## config.mk

```make
export PLATFORM = sky130hd
export DESIGN_NAME = vau_ctrl
export DESIGN_NICKNAME = d
export VERILOG_FILES = /design/src/hw/rtl/vau_pkg.sv /design/src/hw/rtl/vau_ctrl.sv
export SDC_FILE = /design/constraint.sdc
export NUM_CORES = 1
export LEC_CHECK = 0
export ABC_AREA = 1
export BUFFER_PORTS_ARGS = -buffer_cell sky130_fd_sc_hd__buf_2
export CAP_MARGIN = 40
export CORE_UTILIZATION = 51
export DETAILED_ROUTE_END_ITERATION = 8
export PLACE_DENSITY = 0.76
export SLEW_MARGIN = 40
export SYNTH_ARGS = -nofsm -noshare
export SYNTH_HDL_FRONTEND = slang
export SYNTH_SLANG_ARGS = --single-unit
```

## constraint.sdc

```tcl
create_clock -name clk -period 1.75 [get_ports clk]
set_clock_uncertainty 0.1 [all_clocks]
set_input_delay 0.0875 -clock clk [delete_from_list [all_inputs] [get_ports clk]]
set_output_delay 0.0875 -clock clk [all_outputs]
set_load 0.005 [all_outputs]
```

## src/hw/rtl/vau_pkg.sv

```systemverilog
// Shared constants, command/status types and helper functions for the vector angle unit.
// Used by vau_ctrl, vau_dp and vector_angle_unit.
`default_nettype none
package vau_pkg;

	localparam int MAX_DIM     = 256;
	localparam int ELEM_WIDTH  = 16;
	localparam int ACOS_ITERS  = 16;
	localparam int ATAN_ROUNDS = 24;
	localparam int CORDIC_ROUNDS = (ACOS_ITERS < ATAN_ROUNDS) ? ACOS_ITERS : ATAN_ROUNDS;

	localparam int SUM_W   = 40;
	localparam int PROD_W  = 2 * ELEM_WIDTH;
	localparam int EXT_W   = SUM_W + 2;
	localparam int CNT_W   = $clog2(MAX_DIM + 1);
	localparam int RAD_W   = 56;
	localparam int ROOT_W  = RAD_W / 2;
	localparam int REM_W   = ROOT_W + 3;
	localparam int ROOT_STEPS = ROOT_W;
	localparam int DIV_STEPS  = 16;
	localparam int STEP_W  = 5;
	localparam int COS_W   = 17;
	localparam int CSQ_W   = 33;
	localparam int CRD_W   = 20;
	localparam int ANGLE_W = 15;

	localparam logic [16:0] HALF_PI_Q16 = 17'd102944;
	localparam logic [17:0] PI_Q16      = 18'd205887;
	localparam logic [ANGLE_W-1:0] PI_Q13 = 15'd25736;
	localparam logic [COS_W-1:0]   ONE_Q16 = 17'd65536;

	localparam logic signed [SUM_W-1:0] SUM_MAX = {1'b0, {(SUM_W-1){1'b1}}};
	localparam logic signed [SUM_W-1:0] SUM_MIN = {1'b1, {(SUM_W-1){1'b0}}};

	typedef enum logic [3:0] {
		OP_NONE,
		OP_ROOT_LOAD_A,
		OP_ROOT_LOAD_B,
		OP_ROOT_LOAD_S,
		OP_ROOT_STEP,
		OP_MUL,
		OP_DIV_LOAD,
		OP_DIV_STEP,
		OP_CSQ,
		OP_CORDIC_LOAD,
		OP_CORDIC_STEP,
		OP_RESULT
	} op_t;

	typedef struct packed {
		logic              acc;
		logic              last;
		op_t               op;
		logic [STEP_W-1:0] step;
	} cmd_t;

	typedef struct packed {
		logic zero;
		logic out_free;
	} sts_t;

	function automatic logic [15:0] atan_q16(input logic [STEP_W-1:0] i);
		logic [15:0] r;
		unique case (i)
			5'd0:    r = 16'd51472;
			5'd1:    r = 16'd30386;
			5'd2:    r = 16'd16055;
			5'd3:    r = 16'd8150;
			5'd4:    r = 16'd4091;
			5'd5:    r = 16'd2047;
			5'd6:    r = 16'd1024;
			5'd7:    r = 16'd512;
			5'd8:    r = 16'd256;
			5'd9:    r = 16'd128;
			5'd10:   r = 16'd64;
			5'd11:   r = 16'd32;
			5'd12:   r = 16'd16;
			5'd13:   r = 16'd8;
			5'd14:   r = 16'd4;
			5'd15:   r = 16'd2;
			5'd16:   r = 16'd1;
			default: r = 16'd0;
		endcase
		return r;
	endfunction

	// {saturated, sum}
	function automatic logic [SUM_W:0] sat_add(input logic signed [SUM_W-1:0] acc,
			input logic signed [PROD_W-1:0] p);
		logic signed [EXT_W-1:0] s;
		s = EXT_W'(acc) + EXT_W'(p);
		if (s > EXT_W'(SUM_MAX))
			return {1'b1, SUM_MAX};
		else if (s < EXT_W'(SUM_MIN))
			return {1'b1, SUM_MIN};
		else
			return {1'b0, s[SUM_W-1:0]};
	endfunction

endpackage
`default_nettype wire

```

## src/hw/rtl/vau_ctrl.sv

```systemverilog
// Sequencer for the vector angle unit: accepts pairs and steps the finishing datapath.
// Depends on vau_pkg.
`default_nettype none
module vau_ctrl (
	input  wire logic          clk,
	input  wire logic          arst_n,
	input  wire logic          in_valid,
	input  wire logic          last_pair,
	output logic               in_stall,
	input  vau_pkg::sts_t      sts,
	output vau_pkg::cmd_t      cmd
);
	import vau_pkg::*;

	typedef enum logic [3:0] {
		S_IDLE,
		S_LOAD_A,
		S_ROOT_A,
		S_LOAD_B,
		S_ROOT_B,
		S_MUL,
		S_CHECK,
		S_DIV,
		S_CSQ,
		S_LOAD_S,
		S_ROOT_S,
		S_CORD_LOAD,
		S_CORDIC,
		S_DONE
	} state_t;

	state_t state_q;
	logic [STEP_W-1:0] cnt_q;

	always_comb begin
		in_stall = (state_q != S_IDLE);
		cmd.acc  = in_valid && (state_q == S_IDLE);
		cmd.last = last_pair;
		cmd.step = cnt_q;
		unique case (state_q)
			S_LOAD_A:    cmd.op = OP_ROOT_LOAD_A;
			S_LOAD_B:    cmd.op = OP_ROOT_LOAD_B;
			S_LOAD_S:    cmd.op = OP_ROOT_LOAD_S;
			S_ROOT_A,
			S_ROOT_B,
			S_ROOT_S:    cmd.op = OP_ROOT_STEP;
			S_MUL:       cmd.op = OP_MUL;
			S_CHECK:     cmd.op = OP_DIV_LOAD;
			S_DIV:       cmd.op = OP_DIV_STEP;
			S_CSQ:       cmd.op = OP_CSQ;
			S_CORD_LOAD: cmd.op = OP_CORDIC_LOAD;
			S_CORDIC:    cmd.op = OP_CORDIC_STEP;
			S_DONE:      cmd.op = sts.out_free ? OP_RESULT : OP_NONE;
			default:     cmd.op = OP_NONE;
		endcase
	end

	always_ff @(posedge clk or negedge arst_n) begin
		if (!arst_n) begin
			state_q <= S_IDLE;
			cnt_q   <= '0;
		end else begin
			unique case (state_q)
				S_IDLE: begin
					if (cmd.acc && last_pair)
						state_q <= S_LOAD_A;
				end
				S_LOAD_A: begin
					cnt_q   <= '0;
					state_q <= S_ROOT_A;
				end
				S_ROOT_A: begin
					cnt_q <= cnt_q + 1'b1;
					if (cnt_q == STEP_W'(ROOT_STEPS - 1))
						state_q <= S_LOAD_B;
				end
				S_LOAD_B: begin
					cnt_q   <= '0;
					state_q <= S_ROOT_B;
				end
				S_ROOT_B: begin
					cnt_q <= cnt_q + 1'b1;
					if (cnt_q == STEP_W'(ROOT_STEPS - 1))
						state_q <= S_MUL;
				end
				S_MUL: state_q <= S_CHECK;
				S_CHECK: begin
					cnt_q   <= '0;
					state_q <= sts.zero ? S_DONE : S_DIV;
				end
				S_DIV: begin
					cnt_q <= cnt_q + 1'b1;
					if (cnt_q == STEP_W'(DIV_STEPS - 1))
						state_q <= S_CSQ;
				end
				S_CSQ: state_q <= S_LOAD_S;
				S_LOAD_S: begin
					cnt_q   <= '0;
					state_q <= S_ROOT_S;
				end
				S_ROOT_S: begin
					cnt_q <= cnt_q + 1'b1;
					if (cnt_q == STEP_W'(ROOT_STEPS - 1))
						state_q <= S_CORD_LOAD;
				end
				S_CORD_LOAD: begin
					cnt_q   <= '0;
					state_q <= S_CORDIC;
				end
				S_CORDIC: begin
					cnt_q <= cnt_q + 1'b1;
					if (cnt_q == STEP_W'(CORDIC_ROUNDS - 1))
						state_q <= S_DONE;
				end
				S_DONE: begin
					if (sts.out_free)
						state_q <= S_IDLE;
				end
				default: state_q <= S_IDLE;
			endcase
		end
	end

	a_last_starts: assert property (@(posedge clk) disable iff (!arst_n)
		cmd.acc && last_pair |=> state_q == S_LOAD_A)
		else $error("finish did not start after last pair");
	a_cnt_range: assert property (@(posedge clk) disable iff (!arst_n)
		cnt_q <= STEP_W'(ROOT_STEPS))
		else $error("step counter out of range");

endmodule
`default_nettype wire

```

Yosys cells after proc, flatten, opt, wreduce, memory -nomap -nowiden
Cells that the tools add are included.

Memory bits (read-only): 0. Latch bits: 0. Bits of input ports: 6. Memory bits (writable): 0. Bits in registers: 9. Memories: 0.

Eq/ne operators: 22. Add/subtract/negate cells: 1. Shifts and indexed selects: 0. Mux-type cells: 12. $lt $le $gt $ge: 0. Divide/modulo/power cells: 0. Multipliers: 0. Bitwise operators: 0. Reductions and logical operators: 9.

Operators with widths (number): $pmux W4 S14 (1); $pmux W4 S11 (1); $mux W4 (9); $eq A4 B4 Y1 const B (6); $eq A4 B3 Y1 const B (4); $ne A2 B2 Y1 const B (6); $pmux W5 S2 (1); $reduce_or A5 Y1 (2); $eq A4 B2 Y1 const B (2); $reduce_and A7 Y1 (1); $add A5 B1 Y5 const B (1); $eq A5 B4 Y1 const B (1); $eq A5 B5 Y1 const B (1); $eq A4 B1 Y1 const B (1); $logic_not A4 Y1 (1); $reduce_bool A4 Y1 (1); $reduce_or A3 Y1 (1); $logic_and A1 B1 Y1 (2); $ne A2 B1 Y1 const B (1); $reduce_bool A2 Y1 (1).

Longest topological paths before layout
Word-level depth: 5. Depth in mapped cells: 10. Depth with buffers taken out: 10.

Worst setup path after synthesis
OpenSTA, ideal clock, no wires.

Kind: flip-flop to flip-flop. From: register cnt_q[0]. To: register state_q[0]. Path buffers: 0. Setup slack: 0.230 ns. Arrival: 1.354 ns. Required time: 1.584 ns. Clock period less this slack: 1.520 ns. Cell stages (with the launch flop): 11. Path through: dfrtp_1 ha_1 nand2_1 nor2_1 ha_1 inv_1 nand3_1 nand2_1 nor2_1 nand3_1 nand2_1.

Cells in the longest elaborated chain, start to end: 3. Elaborated cells between the ends (all ways): 8.

Ends and longest elaborated chain: from (decl) (line vau_ctrl.sv:33) `logic [STEP_W-1:0] cnt_q;`; from (signal assigned) (line vau_ctrl.sv:73) `cnt_q <= cnt_q + 1'b1;`; from (signal assigned) (line vau_ctrl.sv:82) `cnt_q <= cnt_q + 1'b1;`; from (signal assigned) (line vau_ctrl.sv:92) `cnt_q <= cnt_q + 1'b1;`; $eq A5 B4 Y1 or $eq A5 B5 Y1 (tied branches); $ne A2 B2 Y1 (no source line); $reduce_and A7 Y1 (no source line) (*); to (signal assigned) (line vau_ctrl.sv:89) `state_q <= sts.zero ? S_DONE : S_DIV;`; to (decl) (line vau_ctrl.sv:32) `state_t state_q;`.

Every way passes the cells marked *; elsewhere a longest branch is shown, timed or not. A chain may end at the register's enable or synchronous reset.

Worst setup path in the final report
From: register cnt_q[0]. To: register state_q[2].

Same word-level chain as after synthesis.

==> impl_metrics.csv <==
group,metric,value,unit
route,drt-wirelength-per-cell,11.56,µm
worst_setup_path,cp_data_arrival_time,1.76,ns
cells_and_area,post_route_utilization,0.6821,
cells_and_area,regArea,226.5,µm²
route,remaining_drc_errors,0,
worst_setup_path,worst-path-max-fanout,5,
placed_design,place.detailed.hpwl,1.366,mm
synthesis,synth_async_sr_flop_share,1.000,
timing,maxClockFrequency,605.3,MHz
cells_and_area,layout-drive-gt1-share,0.3603,
route,routed_wl,1.746,mm
cells_and_area,multi_input_area,486.7,µm²
cells_and_area,design.final.nets,145,
synthesis,ys_top_cells_by_area,"dfrtp_1 (30%), nand2_1 (16%), nand3_1 (11%)",
timing,worst_hold_slack,0.09038,ns
die,rows,13,
cts,cts_num_sinks,9,
power,power.leakage,0.4851,nW
synthesis,mappedNetlistNets,124,
grt,grt_max_degree,10,
cts,clock_tree.buffer_depth,2,
cts,cts.reportedPaths.clkPinSlew,0.06,ns
placed_design,detailedPlace.worstSlack,0.07867,ns
cts,tritoncts,"done",
grt,grt.total_usage,0.2491,
synthesis,cell_area_after_technology_mapping,762.0,µm²
worst_setup_path,crit-reg2reg-launch,"cnt_q[0]$_DFFE_PN0P_",
die,start_util,0.5644,
cts,cts_root_buf,"clkbuf_4",
timing,setup_viol_count_final,0,
timing,tightestPinTransition,0.3178,ns
timing,final_max_slew_viols,0,
worst_setup_path,cpMaxStageDelayCell,"dfrtp_1",
timing,setup_total_negative_slack,0,ns
route,detail_route.first_pass.iterations,4,
worst_setup_path,worstSetupPathType,"flip-flop to flip-flop",
placed_design,routability_cong,0.9042,
timing,ratio_of_final_minimum_period_to_clock_period,0.9440,
die,pin_count,18,
run_status,result_of_the_run,"complete, no violations",
synthesis,synth-edff-count,0,
route,drt_first_iter_violations,35,
power,vdd.ir_drop.worst,0.6910,mV
worst_setup_path,endpoint_kind,"flip-flop",
run,max-cap-violations,0,
worst_setup_path,cp_data_required_time,1.85,ns
cts,tritoncts.num_buffers,3,
die,die_height,40.66,µm
synthesis,synthFlopType,"dfrtp_1",
worst_setup_path,worst_path_largest_cell_delay,0.41,ns
synthesis,yosys-top-cells-count,"nand2_1 (33), nand3_1 (16), inv_1 (12)",
worst_setup_path,r2r_cells,10,
synthesis,syn_avg_cell_area,6.569,µm²
synthesis,yosysMostFrequentCell,"nand2_1",
route,vias,790,
grt,gr-total-overflow,0,
timing,relative_slew_slack,0.7881,
synthesis,synthesis.instances,116,
worst_setup_path,setup.worst_path.start,"cnt_q[0]$_DFFE_PN0P_",
cells_and_area,syn_to_final_growth,20.85,%
worst_setup_path,critical_path.startpoint_type,"flip-flop",
die,dieArea,0.001653,mm²
synthesis,synth_sequential_area_ratio,0.2956,
synthesis,post-synth-top-area-fraction,0.2956,
die,die_w,40.66,µm
synthesis,yosysUniqueCellTypes,24,
synthesis,yosysWarnings,0,
die,core_region_area,0.001350,mm²
placed_design,port_buffers,17,
timing,final_hold_viol_count,0,
synthesis,synthDominantAreaCellType,"dfrtp_1",
power,p_per_area,1703,mW/mm²
synthesis,ys_ff_latch,9,
worst_hold_path,holdCritPathClass,"primary input to asynchronous set/reset pin",
cts,clk-insertion-delay-late,0.27,ns
grt,antenna_found_initial,0,
grt,grt_pass1_wl,2.656,mm
cells_and_area,fillerInstances,140,
route,drt-vias-per-instance,5.232,
timing,timing.final.crit_period,1.652,ns
cts,ctsHtreeMaxLevel,1,
grt,grt_pass1_vias,637,
cells_and_area,num_antenna_cells,0,
worst_setup_path,timing.critical_path.cells,"ha_2 > nand2_2 > nor2_4 > ha_2 > inv_2 > nand3_2 > nand2_1 > nor2_2 > nand3_1 > nand2_1",
timing,final_worst_path_setup_slack,0.09799,ns
route,final_ant_viol_nets,0,
-- power by group --
| part | internal (mW) | switching [mW] |
|---|---|---|
| sequential | 0.288 | 0.130 |
| combinational | 0.370 | 0.616 |
| clock | 0.0881 | 0.0763 |
-- final cells by class --
cell class                 instances  share of cell area
sequential                         9              0.2459
tap                               15             0.02038
timing repair buffer              18              0.1033
multi-input combinational         87              0.5285
inverter                          18             0.07337
clock buffer                       4             0.02853
-- worst max-delay path, delay by kind of cell (launching register included) --
| kind | cells | cell delay (ns) |
|---|---|---|
| flip-flops | 1 | 0.41 |
| adder cells (fa/ha/maj) | 2 | 0.39 |
| AND/OR/NAND/NOR | 7 | 0.64 |
| buffers and inverters | 1 | 0.05 |
-- metal layers --
metal / vias up / track usage / share of wire / wire length, µm
li1: 412 / - / - / -
met1: 346 / 0.3559 / 0.48 / 842
met2: 27 / 0.3532 / 0.44 / 769
met3: 5 / 0.09783 / 0.061 / 107
met4: 0 / 0.05000 / 0.015 / 26
met5: - / 0 / 0 / 0
-- what timing repair did --
action | 4_1_cts | 5_1_grt
buffers inserted | 0 | 0
setup endpoints to repair | 0 | 7
hold buffers | 1 | 0
resized for setup | 0 | 11
hold endpoints to repair | 9 | 0
-- worst paths after layout --
| check | endpoint | slack [ns] |
|---|---|---|
| min reg2reg | cnt_q[0]$_DFFE_PN0P_ | 0.43 |
| min | cnt_q[2]$_DFFE_PN0P_ | 0.09 |
| min in group clk | state_q[3]$_DFFE_PN0P_ | 0.10 |
| max in group asynchronous | state_q[0]$_DFFE_PN0P_ | 1.26 |
| max | state_q[2]$_DFFE_PN0P_ | 0.1 |
| max reg2reg | state_q[2]$_DFFE_PN0P_ | 0.1 |
-- placed cells by master, fill, tap and decap left out, drive strengths merged --
cell type	netlist	final
nor2	14	14
inv	18	18
nand2	38	38
dfrtp	9	9
or2	1	1
nand4	3	3
dlygate4sd3	0	1
nand3	18	18
o2111ai	1	1
clkbuf	0	4
o211ai	2	2
xor2	1	1
o21ai	4	4
ha	2	2
buf	2	17
a21oi	2	2
a22oi	1	1
-- through the flow --
| step | power, mW | cell area [µm²] | std cells |
|---|---|---|---|
| 2_1_floorplan | 1.105 | 762.0 | 116 |
| 3_3_place_gp | 1.353 | 853.3 | 146 |
| 3_5_place_dp | 1.366 | 853.3 | 146 |
| 4_1_cts | 1.533 | 889.6 | 151 |
| 5_1_grt | 1.744 | 920.9 | 151 |
| 6_report | 1.568 | 920.9 | 151 |
-- flip-flops by register name, indices dropped and copies added, names as in the netlist --
| register | cells |
|---|---|
| cnt_q | 5 |
| state_q | 4 |
-- cell families (layout without fill, tap and decap cells) --
logic type | Yosys count | after routing | share of synthesized area
compound gates | 10 | 10 | 0.08537
xor+xnor | 1 | 1 | 0.01150
fa+ha+maj | 2 | 2 | 0.03284
buf+inv | 20 | 40 | 0.1051
flops | 9 | 9 | 0.2956
simple gates | 74 | 74 | 0.4696
(Power assumes the default switching activity.)
